<file path="src/kpi_pkg.sv">
// Shared types and constants for the keyframe pose interpolator.
// No dependencies; imported by the controller, the datapath and the top level.
`default_nettype none
package kpi_pkg;

   // configuration register indexes
   localparam logic [1:0] CSR_LOOP   = 2'd0;
   localparam logic [1:0] CSR_PERIOD = 2'd1;
   localparam logic [1:0] CSR_COUNT  = 2'd2;

   // output field order through the shared multiplier
   localparam logic [2:0] FLD_X     = 3'd0;
   localparam logic [2:0] FLD_Y     = 3'd1;
   localparam logic [2:0] FLD_Z     = 3'd2;
   localparam logic [2:0] FLD_ROLL  = 3'd3;
   localparam logic [2:0] FLD_PITCH = 3'd4;
   localparam logic [2:0] FLD_YAW   = 3'd5;

   // multiply sequence phases for one field
   localparam logic [2:0] MP_ABS   = 3'd0;
   localparam logic [2:0] MP_LO    = 3'd1;
   localparam logic [2:0] MP_HI    = 3'd2;
   localparam logic [2:0] MP_ACC   = 3'd3;
   localparam logic [2:0] MP_ROUND = 3'd4;

   // divider step counts (last step index)
   localparam logic [4:0] MOD_LAST_STEP   = 5'd31;
   localparam logic [4:0] RATIO_LAST_STEP = 5'd29;

   typedef enum logic [3:0] {
      ST_IDLE, ST_SLOT, ST_END, ST_MODE, ST_MOD, ST_MODFIX, ST_SCMP, ST_RDA,
      ST_RDB, ST_PREP, ST_RSEL, ST_DIV, ST_DIVEND, ST_MUL, ST_OUT
   } kpi_state_type;

   typedef struct packed {
      logic       load_wr;
      logic       take_query;
      logic       slot_latch;
      logic       end_latch;
      logic       t_now;
      logic       mod_start;
      logic       ratio_start;
      logic       div_step;
      logic       mod_fix;
      logic       latch_a;
      logic       latch_b;
      logic       prep;
      logic       ratio_zero;
      logic       ratio_one;
      logic       ratio_quo;
      logic       mul_en;
      logic [2:0] mul_phase;
      logic [2:0] field;
      logic       out_load;
   } kpi_cmd_type;

   typedef struct packed {
      logic req_mode;
      logic rate_pass;
      logic n_is_one;
      logic loop_on;
      logic past_end;
      logic hit;
      logic el_le0;
      logic el_ge_dur;
      logic rsp_free;
   } kpi_status_type;

endpackage
`default_nettype wire

</file>
<file path="src/kpi_ctrl.sv">
// Controller for the keyframe pose interpolator: sequences load, rate check,
// wrap, segment search, ratio division and per-field multiply. Uses kpi_pkg.
`default_nettype none
module kpi_ctrl
   import kpi_pkg::*;
#(
   parameter int AW = 6
) (
   input  wire logic           clock,
   input  wire logic           reset,
   input  wire logic           req_valid,
   output      logic           req_ready,
   input  wire kpi_status_type status,
   input  wire logic [AW-1:0]  last_idx,
   output      kpi_cmd_type    cmd,
   output      logic [AW-1:0]  rd_addr
);

   localparam logic [AW-1:0] ONE = {{(AW-1){1'b0}}, 1'b1};

   kpi_state_type state_ff, state_in;
   logic [AW-1:0] idx_ff, idx_in;
   logic [4:0]    cnt_ff, cnt_in;
   logic [2:0]    field_ff, field_in;
   logic [2:0]    phase_ff, phase_in;

   // state and counters
   always_ff @(posedge clock) begin
      if (reset) begin
         state_ff <= ST_IDLE;
         idx_ff   <= '0;
         cnt_ff   <= '0;
         field_ff <= FLD_X;
         phase_ff <= MP_ABS;
      end else begin
         state_ff <= state_in;
         idx_ff   <= idx_in;
         cnt_ff   <= cnt_in;
         field_ff <= field_in;
         phase_ff <= phase_in;
      end
   end

   // next state and commands
   always_comb begin
      state_in      = state_ff;
      idx_in        = idx_ff;
      cnt_in        = cnt_ff;
      field_in      = field_ff;
      phase_in      = phase_ff;
      cmd           = '0;
      cmd.mul_phase = phase_ff;
      cmd.field     = field_ff;
      rd_addr       = '0;
      req_ready     = 1'b0;
      unique case (state_ff)
         ST_IDLE: begin
            req_ready = 1'b1;
            if (req_valid) begin
               if (!status.req_mode) begin
                  cmd.load_wr = 1'b1;
               end else if (status.rate_pass) begin
                  cmd.take_query = 1'b1;
                  if (status.n_is_one) begin
                     rd_addr  = '0;
                     state_in = ST_SLOT;
                  end else begin
                     rd_addr  = last_idx;
                     state_in = ST_END;
                  end
               end
            end
         end
         ST_SLOT: begin
            cmd.slot_latch = 1'b1;
            state_in       = ST_OUT;
         end
         ST_END: begin
            cmd.end_latch = 1'b1;
            state_in      = ST_MODE;
         end
         ST_MODE: begin
            if (status.loop_on) begin
               cmd.mod_start = 1'b1;
               cnt_in        = '0;
               state_in      = ST_MOD;
            end else if (status.past_end) begin
               rd_addr  = last_idx;
               state_in = ST_SLOT;
            end else begin
               cmd.t_now = 1'b1;
               idx_in    = ONE;
               rd_addr   = ONE;
               state_in  = ST_SCMP;
            end
         end
         ST_MOD: begin
            cmd.div_step = 1'b1;
            cnt_in       = cnt_ff + 5'd1;
            if (cnt_ff == MOD_LAST_STEP) state_in = ST_MODFIX;
         end
         ST_MODFIX: begin
            cmd.mod_fix = 1'b1;
            idx_in      = ONE;
            rd_addr     = ONE;
            state_in    = ST_SCMP;
         end
         // one table entry compared per cycle, next address issued alongside
         ST_SCMP: begin
            if (status.hit) begin
               rd_addr  = idx_ff - ONE;
               state_in = ST_RDA;
            end else if (idx_ff == last_idx) begin
               rd_addr  = last_idx;
               state_in = ST_SLOT;
            end else begin
               idx_in  = idx_ff + ONE;
               rd_addr = idx_ff + ONE;
            end
         end
         ST_RDA: begin
            cmd.latch_a = 1'b1;
            rd_addr     = idx_ff;
            state_in    = ST_RDB;
         end
         ST_RDB: begin
            cmd.latch_b = 1'b1;
            state_in    = ST_PREP;
         end
         ST_PREP: begin
            cmd.prep = 1'b1;
            state_in = ST_RSEL;
         end
         ST_RSEL: begin
            field_in = FLD_X;
            phase_in = MP_ABS;
            if (status.el_le0) begin
               cmd.ratio_zero = 1'b1;
               state_in       = ST_MUL;
            end else if (status.el_ge_dur) begin
               cmd.ratio_one = 1'b1;
               state_in      = ST_MUL;
            end else begin
               cmd.ratio_start = 1'b1;
               cnt_in          = '0;
               state_in        = ST_DIV;
            end
         end
         ST_DIV: begin
            cmd.div_step = 1'b1;
            cnt_in       = cnt_ff + 5'd1;
            if (cnt_ff == RATIO_LAST_STEP) state_in = ST_DIVEND;
         end
         ST_DIVEND: begin
            cmd.ratio_quo = 1'b1;
            state_in      = ST_MUL;
         end
         ST_MUL: begin
            cmd.mul_en = 1'b1;
            if (phase_ff == MP_ROUND) begin
               phase_in = MP_ABS;
               if (field_ff == FLD_YAW) begin
                  field_in = FLD_X;
                  state_in = ST_OUT;
               end else begin
                  field_in = field_ff + 3'd1;
               end
            end else begin
               phase_in = phase_ff + 3'd1;
            end
         end
         ST_OUT: begin
            if (status.rsp_free) begin
               cmd.out_load = 1'b1;
               state_in     = ST_IDLE;
            end
         end
         default: state_in = ST_IDLE;
      endcase
   end

endmodule
`default_nettype wire

</file>
<file path="config.mk">
export PLATFORM = sky130hd
export DESIGN_NAME = kpi_ctrl
export DESIGN_NICKNAME = d
export VERILOG_FILES = /design/src/kpi_pkg.sv /design/src/kpi_ctrl.sv
export SDC_FILE = /design/constraint.sdc
export NUM_CORES = 1
export LEC_CHECK = 0
export BUFFER_PORTS_ARGS = -buffer_cell sky130_fd_sc_hd__buf_2
export CAP_MARGIN = 20
export CORE_MARGIN = 1
export CORE_UTILIZATION = 53
export CTS_CLUSTER_SIZE = 24
export DETAILED_ROUTE_END_ITERATION = 6
export PLACE_DENSITY = 0.8
export SLEW_MARGIN = 15
export SYNTH_ARGS = -nofsm -noshare
export SYNTH_HDL_FRONTEND = slang
export SYNTH_SLANG_ARGS = --single-unit
</file>
<file path="constraint.sdc">
create_clock -name clock -period 2.46 [get_ports clock]
set_input_delay 0.492 -clock clock [delete_from_list [all_inputs] [get_ports clock]]
set_output_delay 0.492 -clock clock [all_outputs]
set_load 0.1 [all_outputs]
</file>
==> reports/metrics.yaml <==
status: "finished with violations"
violations: "setup timing"
netlist_instances: 253
drt-total-wl_um: 5730
cts_buffer_depth: 2
finalClockSkew_ps: 6.85
pin_count: 48
core-area_um2: 3360
syn-num-nets: 278
crit_start: "state_ff[3]$_SDFFE_PP0P_"
worst_hold_slack_ps: 522
numPortBuffers: 47
p_total_w: 0.00228
max_stage_delay_ps: 550
synthArstFlopShare_pct: 0
finalMaxSlewViolations: 0
hold_class: "flip-flop to flip-flop"
fin_nets: 341
cts_tree: "built"
finalHoldViolCount: 0
cts_root_buffer: "clkbuf_4"
setup_tns_ps: -662
final_common_cell: "buf_2"
switching_share_pct: 54.0
fin_crit_ps: 2620
synth.avg_cell_area_um2: 7.46
fillers: 204
grt_pass1_wl_um: 8560
cp.arrival_ps: 2130
drc: 0
setup_viol: 6
crit_slowest_cell: "or4_4"
holdPathStages: 2
hpwlAfterDp_um: 4080
gp_congestion: 0.917
die-area_um2: 3810
final_antenna_net_count: 0
die_width_um: 61.7
grt_max_degree: 23
crit_type: "flip-flop to primary output"
final_core_util_pct: 83.1
worstPathCellList: "or4_4, nor3_4, a21oi_2, buf_4, o211ai_1, buf_12"
p_int_w: 0.00105
first_global_vias: 1921
die_h_um: 61.7
syn_to_final_growth_pct: 48.0
clock_latency_ps: 310
layout_setup_ws_ps: -157
clk_pin_slew_worst_paths_ps: 120
slew_headroom_pct: 67.3
ys.flop_type: "dfxtp_1"
grt_setup_unrepaired: "yes"
place_inst: 354
layout_common_cells: "buf_2, buf_4, nor2_1"
synthesis.area_um2: 1890
synth-seq-area-share_pct: 22.3
pwr_density_cell_nw_per_um2: 817
antenna_cells: 0
ctsHoldBuffers: 0
worstPathRequired_ps: 1970
yosysWarnings: 0
antenna_found_initial: 0
worst_setup_path_end_kind: "primary output"
hp-start: "field_ff[1]$_SDFFE_PP0P_"
drive_above_1_share_pct: 38.4
ys_types: 63
first_pass_iters: 5
drv_cap: 0
p_seq_share_pct: 18.6
synth-edff-count: 0
worst_slew_pin_slew_ps: 489
power_frac_comb_pct: 74.0
r2r-start: "state_ff[1]$_SDFFE_PP0P_"
seq_area_um2: 430
vias_per_cell: 6.09
crit_path_start_kind: "flip-flop"
std_cell_rows: 21
cts_max_level: 1
vdd_ir_drop_max_mv: 0.592
synth_seq_cells: 21
grt-ovfl-total: 0
track_usage_pct: 30.1
wl_per_cell_um: 15.9
cts.sinks: 21
cts_buffers: 3
clkPwrFrac_pct: 7.4
multi_input_area_um2: 1460
reg2regPathDepth: 8
vias: 2199
final_cells: 361
initialDrtViolationCount: 171
start_util_pct: 56.1
finalCritPeriodShare_pct: 106
p_switching_w: 0.00123
leakagePower_nw: 1.17
fmax_mhz: 382
timing.critical_path.fanout_max: 2
[sequential cells by signal, summed over array words and instances (netlist names)]
| signal | count |
|---|---|
| cnt_ff | 5 |
| field_ff | 3 |
| idx_ff | 6 |
| phase_ff | 3 |
| state_ff | 4 |
[worst paths after layout]
kind | endpoint | slack (ps)
worst min-delay path | field_ff[1]$_SDFFE_PP0P_ | 520
worst max register to register | state_ff[0]$_SDFFE_PP0P_ | 480
worst max-delay path | rd_addr[4] | -160
worst min register to register | field_ff[1]$_SDFFE_PP0P_ | 520
[critical path, delay by kind of cell (launching register included)]
| kind | cells | cell delay (ps) |
|---|---|---|
| simple gates | 2 | 770 |
| flops | 1 | 350 |
| buf+inv | 2 | 370 |
| compound gates | 2 | 330 |
[logic make-up (layout without fill, tap and decap cells)]
family          after synthesis  after routing  share of synthesized area (%)
compound gates               66             66                           24.7
simple gates                111            111                           32.5
flops                        21             21                           22.3
buf+inv                      30             92                           6.96
xor+xnor                     12             12                           5.57
fa+ha+maj                     7              7                           4.64
mux                           6              6                           3.38
[power groups by stage]
| stage | combinational, W | sequential (W) | clock, W |
|---|---|---|---|
| 6_report | 0.00169 | 0.000424 | 0.000170 |
| 5_1_grt | 0.00177 | 0.000428 | 0.000188 |
| 4_1_cts | 0.00166 | 0.000420 | 0.000176 |
| 3_5_place_dp | 0.00162 | 0.000425 | 0 |
| 3_3_place_gp | 0.00159 | 0.000422 | 0 |
| 2_1_floorplan | 0.00115 | 0.000422 | 0 |
[cell usage after synthesis, types with 4 or more instances]
library cell,number,area [um2]
a21oi_1,14,70.1
a221o_1,4,40.0
buf_2,6,30.0
clkbuf_1,6,22.5
dfxtp_1,21,420
ha_1,7,87.6
inv_1,12,45.0
nand2_1,17,63.8
nand2b_1,9,56.3
nand3_1,9,45.0
nor2_1,25,93.8
nor2b_1,5,31.3
nor3_1,15,75.1
nor3b_1,5,37.5
o21ai_0,12,60.1
or3_1,4,25.0
xnor2_1,4,35.0
xor2_1,8,70.1
[final cells by class]
cell class | count | share of cell area (%)
multi-input cells | 202 | 52.4
repair buffers | 75 | 27.5
flip-flops and latches | 21 | 15.4
well taps | 46 | 2.06
inverters | 13 | 1.75
clock buffers | 4 | 0.940
[per-stage QoR]
stage                     setup WS [ps]  area, um2
final                              -157       2790
after global placement            -44.2       2650
after detailed placement          -86.0       2650
after floorplan                    -810       1970
after CTS                          -169       2770
after global routing               -235       2790
[per-layer routing]
| layer | global-route usage [%] | vias up | part of all wire (%) |
|---|---|---|---|
| met5 | 0 | - | 0 |
| met4 | 13.0 | 0 | 2.2 |
| met3 | 2.10 | 16 | 6.5 |
| met2 | 50.4 | 103 | 49 |
| met1 | 39.8 | 1035 | 43 |
| li1 | - | 1045 | - |
[timing repair]
| item | in CTS | in global routing |
|---|---|---|
| hold endpoints to repair | 0 | 0 |
| cloned | 0 | 0 |
| endpoints found under the setup margin | 6 | 7 |
| resized for setup | 19 | 8 |
| pin swaps | 5 | 2 |
| buffers inserted | 3 | 0 |
No activity file was read; power rests on OpenSTA's default activity.
